## src/rtl/assert_macros.svh

```systemverilog
// Assertion helpers, sampled on clk_i and disabled during reset.
`ifndef ASSERT_MACROS_SVH
`define ASSERT_MACROS_SVH

// Concurrent check on the rising clock edge.
`define CHK_ALWAYS(name, prop, msg) \
  name: assert property (@(posedge clk_i) disable iff (!rst_ni) (prop)) else $error(msg);

// Implication checked on the same edge.
`define CHK_IMPLY(name, ante, cons, msg) \
  name: assert property (@(posedge clk_i) disable iff (!rst_ni) (ante) |-> (cons)) \
    else $error(msg);

`endif

```

## src/rtl/bslh_pkg.sv

```systemverilog
`default_nettype none

package bslh_pkg;

  localparam logic [31:0] GoldenRatio = 32'h9e3779b9;
  localparam logic [3:0]  BlockBytes  = 4'd12;
  localparam logic [3:0]  LastInBlock = 4'd11;

  typedef struct packed {
    logic [31:0] a;
    logic [31:0] b;
    logic [31:0] c;
  } abc_t;

  // State handed to the finalization stage.
  typedef struct packed {
    abc_t        abc;
    logic [31:0] p0;
    logic [31:0] p1;
    logic [31:0] p2;
    logic [31:0] len;
  } fin_t;

  function automatic abc_t mix(abc_t v);
    logic [31:0] a;
    logic [31:0] b;
    logic [31:0] c;
    abc_t        r;
    a = v.a;
    b = v.b;
    c = v.c;
    a = a - b; a = a - c; a = a ^ (c >> 13);
    b = b - c; b = b - a; b = b ^ (a << 8);
    c = c - a; c = c - b; c = c ^ (b >> 13);
    a = a - b; a = a - c; a = a ^ (c >> 12);
    b = b - c; b = b - a; b = b ^ (a << 16);
    c = c - a; c = c - b; c = c ^ (b >> 5);
    a = a - b; a = a - c; a = a ^ (c >> 3);
    b = b - c; b = b - a; b = b ^ (a << 10);
    c = c - a; c = c - b; c = c ^ (b >> 15);
    r.a = a;
    r.b = b;
    r.c = c;
    return r;
  endfunction

endpackage

`default_nettype wire

```

## src/rtl/bslh_absorb.sv

```systemverilog
`default_nettype none

module bslh_absorb (
  input  wire logic          clk_i,
  input  wire logic          rst_ni,
  input  wire logic          in_valid_i,
  output logic               in_stall_o,
  input  wire logic [7:0]    data_byte_i,
  input  wire logic          last_byte_i,
  input  wire logic          message_empty_i,
  output logic               fin_valid_o,
  output bslh_pkg::fin_t     fin_o,
  input  wire logic          fin_stall_i
);

  logic        in_vld_q;
  logic [7:0]  byte_q;
  logic        last_q;
  logic        empty_q;

  bslh_pkg::abc_t abc_q, abc_d, abc_n;
  logic [31:0] p_q [3];
  logic [31:0] p_d [3];
  logic [31:0] p_m [3];
  logic [31:0] p_n [3];
  logic [3:0]  pos_q, pos_d, pos_eff, pos_n;
  logic [31:0] len_q, len_d, len_n;
  logic [31:0] byte_sh;
  logic        fin_gen;
  logic        move;
  bslh_pkg::abc_t abs_in;

  assign fin_gen     = empty_q || last_q;
  assign move        = in_vld_q && (!fin_gen || !fin_stall_i);
  assign in_stall_o  = in_vld_q && !move;
  assign fin_valid_o = in_vld_q && fin_gen;

  always_comb begin
    pos_eff = (pos_q >= bslh_pkg::BlockBytes) ? 4'd0 : pos_q;
    byte_sh = {24'd0, byte_q} << {pos_eff[1:0], 3'b000};
    p_m[0]  = p_q[0];
    p_m[1]  = p_q[1];
    p_m[2]  = p_q[2];
    unique case (pos_eff[3:2])
      2'd0:    p_m[0] = p_q[0] | byte_sh;
      2'd1:    p_m[1] = p_q[1] | byte_sh;
      default: p_m[2] = p_q[2] | byte_sh;
    endcase
    len_n    = len_q + 32'd1;
    abs_in.a = abc_q.a + p_m[0];
    abs_in.b = abc_q.b + p_m[1];
    abs_in.c = abc_q.c + p_m[2];
    if (pos_eff == bslh_pkg::LastInBlock) begin
      abc_n  = bslh_pkg::mix(abs_in);
      p_n[0] = '0;
      p_n[1] = '0;
      p_n[2] = '0;
      pos_n  = 4'd0;
    end else begin
      abc_n  = abc_q;
      p_n    = p_m;
      pos_n  = pos_eff + 4'd1;
    end
  end

  always_comb begin
    if (empty_q) begin
      fin_o.abc = abc_q;
      fin_o.p0  = p_q[0];
      fin_o.p1  = p_q[1];
      fin_o.p2  = p_q[2];
      fin_o.len = len_q;
    end else begin
      fin_o.abc = abc_n;
      fin_o.p0  = p_n[0];
      fin_o.p1  = p_n[1];
      fin_o.p2  = p_n[2];
      fin_o.len = len_n;
    end
  end

  always_comb begin
    abc_d = abc_q;
    p_d   = p_q;
    pos_d = pos_q;
    len_d = len_q;
    if (move) begin
      if (fin_gen) begin
        abc_d = '{a: bslh_pkg::GoldenRatio, b: bslh_pkg::GoldenRatio,
                  c: bslh_pkg::GoldenRatio};
        p_d[0] = '0;
        p_d[1] = '0;
        p_d[2] = '0;
        pos_d  = 4'd0;
        len_d  = '0;
      end else begin
        abc_d = abc_n;
        p_d   = p_n;
        pos_d = pos_n;
        len_d = len_n;
      end
    end
  end

  always_ff @(posedge clk_i or negedge rst_ni) begin
    if (!rst_ni) begin
      in_vld_q <= 1'b0;
      abc_q    <= '{a: bslh_pkg::GoldenRatio, b: bslh_pkg::GoldenRatio,
                    c: bslh_pkg::GoldenRatio};
      p_q[0]   <= '0;
      p_q[1]   <= '0;
      p_q[2]   <= '0;
      pos_q    <= 4'd0;
      len_q    <= '0;
    end else begin
      if (!in_stall_o) begin
        in_vld_q <= in_valid_i;
      end
      abc_q <= abc_d;
      p_q   <= p_d;
      pos_q <= pos_d;
      len_q <= len_d;
    end
  end

  always_ff @(posedge clk_i) begin
    if (!in_stall_o && in_valid_i) begin
      byte_q  <= data_byte_i;
      last_q  <= last_byte_i;
      empty_q <= message_empty_i;
    end
  end

endmodule

`default_nettype wire

```

## src/rtl/bslh_final.sv

```systemverilog
`default_nettype none

module bslh_final (
  input  wire logic            clk_i,
  input  wire logic            rst_ni,
  input  wire logic            fin_valid_i,
  input  wire bslh_pkg::fin_t  fin_i,
  output logic                 fin_stall_o,
  output logic                 out_valid_o,
  output logic [31:0]          hash_value_o,
  input  wire logic            out_stall_i
);

  logic           fin_vld_q;
  bslh_pkg::fin_t fin_q;
  logic           out_vld_q, out_vld_d;
  logic [31:0]    hash_q;
  logic           out_free;
  logic           load_out;
  bslh_pkg::abc_t tail;
  bslh_pkg::abc_t mixed;

  assign out_free    = !out_vld_q || !out_stall_i;
  assign load_out    = fin_vld_q && out_free;
  assign fin_stall_o = fin_vld_q && !out_free;

  always_comb begin
    tail.a = fin_q.abc.a + fin_q.p0;
    tail.b = fin_q.abc.b + fin_q.p1;
    tail.c = fin_q.abc.c + fin_q.len + (fin_q.p2 << 8);
    mixed  = bslh_pkg::mix(tail);
  end

  always_comb begin
    if (load_out) begin
      out_vld_d = 1'b1;
    end else if (out_vld_q && out_stall_i) begin
      out_vld_d = 1'b1;
    end else begin
      out_vld_d = 1'b0;
    end
  end

  always_ff @(posedge clk_i or negedge rst_ni) begin
    if (!rst_ni) begin
      fin_vld_q <= 1'b0;
      out_vld_q <= 1'b0;
    end else begin
      if (!fin_stall_o) begin
        fin_vld_q <= fin_valid_i;
      end
      out_vld_q <= out_vld_d;
    end
  end

  always_ff @(posedge clk_i) begin
    if (!fin_stall_o && fin_valid_i) begin
      fin_q <= fin_i;
    end
    if (load_out) begin
      hash_q <= mixed.c;
    end
  end

  assign out_valid_o  = out_vld_q;
  assign hash_value_o = hash_q;

endmodule

`default_nettype wire

```

## src/rtl/byte_stream_lookup2_hash_unit.sv

```systemverilog
// Streaming lookup2 hash, one message byte per input word.
// Throughput: one input word per cycle while in_stall_o is low, including words
// that complete a block. Input word, finalization state and hash word are each
// registered, so block mixing and final mixing sit in separate register stages.
// Reset (rst_ni low, asynchronous) empties the pipeline and restores a, b, c
// to the golden-ratio constant with an empty pending block and zero length.
`default_nettype none
`include "assert_macros.svh"

module byte_stream_lookup2_hash_unit (
  input  wire logic        clk_i,
  input  wire logic        rst_ni,
  input  wire logic        in_valid_i,
  output logic             in_stall_o,
  input  wire logic [7:0]  data_byte_i,
  input  wire logic        last_byte_i,
  input  wire logic        message_empty_i,
  output logic             out_valid_o,
  input  wire logic        out_stall_i,
  output logic [31:0]      hash_value_o
);

  logic           fin_valid;
  logic           fin_stall;
  bslh_pkg::fin_t fin;

  bslh_absorb u_absorb (
    .clk_i           (clk_i),
    .rst_ni          (rst_ni),
    .in_valid_i      (in_valid_i),
    .in_stall_o      (in_stall_o),
    .data_byte_i     (data_byte_i),
    .last_byte_i     (last_byte_i),
    .message_empty_i (message_empty_i),
    .fin_valid_o     (fin_valid),
    .fin_o           (fin),
    .fin_stall_i     (fin_stall)
  );

  bslh_final u_final (
    .clk_i        (clk_i),
    .rst_ni       (rst_ni),
    .fin_valid_i  (fin_valid),
    .fin_i        (fin),
    .fin_stall_o  (fin_stall),
    .out_valid_o  (out_valid_o),
    .hash_value_o (hash_value_o),
    .out_stall_i  (out_stall_i)
  );

  `CHK_IMPLY(a_in_stall_src, in_stall_o, fin_valid && fin_stall, "in stall without fin stall")
  `CHK_IMPLY(a_fin_stall_src, fin_stall, out_valid_o && out_stall_i, "fin stall without out stall")
  `CHK_ALWAYS(a_no_stall_idle, !(in_stall_o && !fin_valid), "input stalls on non-finishing word")

endmodule

`default_nettype wire
```

## config.mk

```make
export PLATFORM = sky130hd
export DESIGN_NAME = byte_stream_lookup2_hash_unit
export DESIGN_NICKNAME = d
export VERILOG_FILES = /design/src/rtl/bslh_pkg.sv /design/src/rtl/bslh_absorb.sv /design/src/rtl/bslh_final.sv /design/src/rtl/byte_stream_lookup2_hash_unit.sv
export VERILOG_INCLUDE_DIRS = /design/src /design/src/rtl
export SDC_FILE = /design/constraint.sdc
export NUM_CORES = 2
export LEC_CHECK = 0
export ABC_AREA = 1
export BUFFER_PORTS_ARGS = -buffer_cell sky130_fd_sc_hd__buf_2
export CAP_MARGIN = 20
export CORE_MARGIN = 4
export CORE_UTILIZATION = 55
export DETAILED_ROUTE_END_ITERATION = 6
export PLACE_DENSITY_LB_ADDON = 0.1
export SLEW_MARGIN = 20
export SYNTH_ARGS = -nofsm -noshare
export SYNTH_HDL_FRONTEND = slang
export SYNTH_SLANG_ARGS = --single-unit
```

## constraint.sdc

```tcl
create_clock -name clk_i -period 27.2 [get_ports clk_i]
set_clock_uncertainty 0.05 [all_clocks]
set_input_delay 5.44 -clock clk_i [delete_from_list [all_inputs] [get_ports clk_i]]
set_output_delay 5.44 -clock clk_i [all_outputs]
set_load 0.01 [all_outputs]
```

* Yosys cells after proc, flatten, opt, wreduce, memory -nomap -nowiden *
Index checks and enable logic that the tools add are counted.
Widths: inputs -> output; s select.

storage, ports and cells
  register bits after elaboration = 489
  bits in latches = 0
  RAM bits = 0
  bits in read-only memories = 0
  output and inout bits = 34
  word-level logic and storage cells = 126
  memories kept = 0

cells by class
  add/subtract/negate cells = 45
  $mul = 0
  div/mod/pow operators = 0
  order comparisons = 1
  equality and inequality tests = 2
  shift-type cells = 1
  muxes and demuxes = 14
  bitwise operators = 21
  reductions and logical operators = 20

operator list
  operator               number
  $sub 32x32->32         36
  $mux 96                4
  $add 32x32->32         7
  $mux 224               1
  $xor 32x32->32         6
  $mux 32                4
  $xor 32x19->32         4
  $or 32x32->32          3
  $xor 32x17->32         2
  $xor 32x20->32         2
  $xor 32x27->32         2
  $xor 32x29->32         2
  $add 32x1->32 const B  1
  $shl 8x5->32           1
  $mux 4                 3
  $logic_and 1x1->1      8
  $logic_not 1->1        7
  $add 4x1->4 const B    1
  $eq 4x4->1 const B     1
  $ge 4x4->1 const B     1
  $logic_or 1x1->1       3
  $eq 2x1->1 const B     1
  $logic_not 2->1        1
  $mux 1                 2
  $reduce_or 2->1        1

* Longest topological paths before layout *
  word-level depth = 27
  depth in mapped cells = 143
  depth with buffers taken out = 143

* Cells and area by module *
A second synthesis with hierarchy kept.

unflattened totals
  cells, all modules = 10210
  area, all modules = 76926.3 sq um

by module, submodules not included
  module       instances  cells an instance  area an instance (sq um)  sequential area each (sq um)
  bslh_absorb  1          5878               41109.4                   6105.9
  bslh_final   1          4332               35816.9                   7497.2

* Worst setup path before layout *
OpenSTA, ideal clock, no wires.

  kind = reg2reg
  start = register u_absorb.pos_q[2]
  end = register u_final.fin_q[158] (netlist bit) (data pin)
  data arrival time = 20.966 ns
  path slack = 6.032 ns
  stages on the path, launching flop included = 113
  period minus slack after synthesis = 21.168 ns
  cells stage by stage = dfrtp_1 > inv_1 > ha_1 > clkbuf_1 > inv_1 > clkbuf_1 > o21ai_0 > ha_1 > inv_1 > fa_1 > inv_1 > nand4_1 > nand3_1 > xor2_1 > inv_1 > fa_1 > inv_1 > fa_1 > [77 not listed] > nor4_1 > a221oi_1 > nand2_1 > xor2_1 > xnor2_2 > fa_1 > inv_1 > ha_1 > nand2_1 > nor2_1 > a2111oi_0 > nand3_1 > a21oi_1 > o21bai_1 > or2_2 > nand3_1 > nand3_1 > o21ai_0

RTL lines
  item                    RTL line            RTL
  start, declared         bslh_absorb.sv:26   logic [3:0] pos_q, pos_d, pos_eff, pos_n;
  start signal, assigned  bslh_absorb.sv:121  pos_q <= pos_d;
  end signal, assigned    bslh_final.sv:58    fin_q <= fin_i;
  end, declared           bslh_final.sv:15    bslh_pkg::fin_t fin_q;

==> flow_metrics.py <==
metrics = {
    "critical_path": {
        "crit_arrival_ns": 26.38,
        "slowest_delay_ns": 0.57,
        "cp_slowest_cell": "fa_1",
        "cp_data_required_time_ns": 27.64,
        "worstRegToRegCells": 125,
        "cp_common_cell": "inv_1",
        "critPathKind": "reg2reg",
        "path_max_fanout": 8,
        "cp-end-kind": "flip-flop",
        "critPathLaunchType": "flip-flop",
    },
    "min_path": {
        "whs_path_depth": 2,
        "worstHoldPathType": "reg2reg",
    },
    "global_routing": {
        "grt_pass1_vias": 79700,
        "globalRouteMet3Util": 0.118,
        "grt_overflow": 0,
        "grt_pass1_wl_um": 495000,
        "grt_max_degree": 132,
        "antenna_found_initial": 11,
        "busiest_layer": "met2",
        "grtUsageMet2": 0.739,
        "met1_usage": 0.481,
        "track_usage": 0.455,
    },
    "clock_network": {
        "cts-root-buf": "clkbuf_16",
        "clk_pin_slew_ns": 0.07,
        "cts.sinks": 489,
        "cts_tree": "yes",
        "htree_levels": 2,
        "cts_buffer_depth": 3,
        "cts_inserted_buffers": 49,
        "insertion_delay_ns": 0.66,
        "postCtsHoldBufs": 0,
    },
    "timing": {
        "holdWs_ns": 0.456,
        "tightest_slew_ns": 1.33,
        "final_hold_viol_count": 0,
        "slew_headroom": 0.101,
        "period_share": 0.953,
        "fin_ws_ns": 1.27,
        "finalMaxSlewViolations": 0,
        "fmax_ghz": 0.0386,
        "setup_viol": 0,
        "timing.final.crit_period_ns": 25.93,
    },
    "synthesis": {
        "ys_types": 68,
        "yosysSeqAreaShare": 0.176,
        "async_reset_ff_frac": 0.472,
        "postSynthNetCount": 11900,
        "yosysMostFrequentCell": "inv_1",
        "synth_ff_type": "edfxtp_1",
        "synth_largest_area_cell": "fa_1",
        "ys_warn_count": 0,
        "yosys-top-cells-area": "fa_1 (16%), ha_1 (12%), inv_1 (11%), nand2_1 (10%), edfxtp_1 (10%)",
        "avgSynthCellArea_um2": 7.33,
        "syn-cell-area_um2": 77100,
        "synth_edf_count": 258,
        "ys_top_cells_by_count": "inv_1 (2342), nand2_1 (2120), a21oi_1 (847), ha_1 (726), fa_1 (618)",
        "synth_top_area_frac": 0.160,
        "syn_inst": 10500,
        "ys_seq_elements": 489,
    },
    "outcome": {
        "status": "finished with violations",
        "violations": "design-rule violations",
    },
    "routing": {
        "wl_um": 338000,
        "avgRoutedWirePerCell_um": 25.0,
        "vias_per_cell": 5.87,
        "vias": 79400,
        "drt_iter0_drc": 8472,
        "firstDrtPassIters": 7,
        "post-route-drc-count": 94,
        "antenna_left": 0,
    },
    "cells_and_area": {
        "drive_gt1_frac": 0.128,
        "syn_to_final_growth_pct": 16.6,
        "fin_nets": 13000,
        "final_area_um2": 89900,
    },
    "placement": {
        "hpwl_um": 286000,
        "gp_congestion": 1.14,
        "io_buffers": 47,
        "post-place-ws_ns": 0.298,
        "placed_area_um2": 87900,
    },
    "die": {
        "start_util": 0.553,
        "boundaryPins": 48,
        "core_um2": 139000,
        "die_h_um": 382,
        "rows": 137,
        "die_x_um": 382,
        "die-area_um2": 146000,
    },
    "flow_run": {
        "max_cap_violations": 0,
    },
}
cell usage in the layout, fill, tap and decap left out, types with 19 or more instances in the layout:
cell and n:
o21ai_1 87, o21ai_0 588, edfxtp_1 258, nand3_1 435, dfstp_2 60, or2_2 34
buf_2 46, nand3b_1 32, nand2_1 2116, o21a_1 25, fa_1 618, clkbuf_16 50
o31ai_1 19, o21bai_1 73, inv_1 2338, a31oi_1 59, buf_4 1111, ha_1 726
xor2_1 534, xnor2_2 19, nor3_1 110, a22oi_1 24, nor2_1 429, nor4_1 24
nand2_2 22, nand4_1 71, o22ai_1 57, xor2_2 24, a21o_1 60, a211oi_1 49
o211ai_1 25, dfrtp_1 171, xnor2_1 267, a21oi_1 842
per-layer routing:
layer,vias to the layer above,part of all wire
met2,4893,0.45
met5,-,0.00049
met4,6,0.12
met3,1660,0.099
met1,37200,0.33
li1,35700,-
final cells by class:
| type | instances | area, um^2 |
|---|---|---|
| Clock inverter | 34 | 452 |
| Fill cell | 12200 | 49400 |
| Sequential cell | 489 | 13600 |
| Tap cell | 1876 | 2350 |
| Timing Repair Buffer | 1172 | 8840 |
| Multi-Input combinational cell | 7531 | 54500 |
| Timing Repair inverter | 1 | 5.00 |
| Clock buffer | 58 | 1280 |
| Inverter | 2361 | 8870 |
| Antenna cell | 9 | 22.5 |
worst max-delay path: cells and delay by family (launching register included):
family	cells	cell delay [ns]
buffers and inverters	31	3.46
AO/OA/AOI/OAI	21	4.20
AND/OR/NAND/NOR	36	5.17
adder cells (fa/ha/maj)	22	8.82
flip-flops	1	0.42
XOR/XNOR	15	3.61
logic make-up after synthesis:
logic type	count (synthesis)	synth area share
buffers and inverters	2501	0.122
AOI/OAI and AO/OA	2017	0.146
adders and majority gates	1344	0.278
xor gates and xnor gates	849	0.0987
and+or+nand+nor	3321	0.179
DFF	489	0.176
sequential cells by signal (all words and copies together), names as in the netlist:
name and count:
u_final.fin_q 216, u_absorb.len_q 32, u_absorb.abc_q 96, u_final.hash_value_o 32, u_absorb.p_q 96, u_absorb.pos_q 4, u_absorb.byte_q 8, u_final.out_valid_o 1
u_absorb.last_q 1, u_absorb.in_vld_q 1, u_absorb.empty_q 1, u_final.fin_vld_q 1
path summary, 6_finish.rpt:
path | startpoint | end | slack, ns
min reg2reg | u_absorb.p_q[30] | u_absorb.p_q[30] | 0.46
max reg2reg | u_absorb.pos_q[2] | u_final.fin_q[158] | 1.27
max in group asynchronous | rst_ni | u_absorb.p_q[36] | 20.77
min in group asynchronous | rst_ni | u_absorb.len_q[27] | 4.80
min | u_absorb.p_q[30] | u_absorb.p_q[30] | 0.46
max | u_absorb.pos_q[2] | u_final.fin_q[158] | 1.27
stage by stage:
step | setup TNS, ns | util | instances
floorplan | 0 | - | 10500
global placement | 0 | 0.631 | 13400
detailed placement | 0 | 0.631 | 13400
CTS | 0 | 0.643 | 13500
global route | -0.0844 | 0.645 | 13500
finish | 0 | 0.645 | 13500
what timing repair did:
action / 4_1_cts / 5_1_grt
setup buffers: 0 / 6
endpoints found under the setup margin: 0 / 22
gates resized for setup: 0 / 34
Power is not shown: default switching activity piles up to over one toggle a cycle in this logic, so the estimate is an artifact.
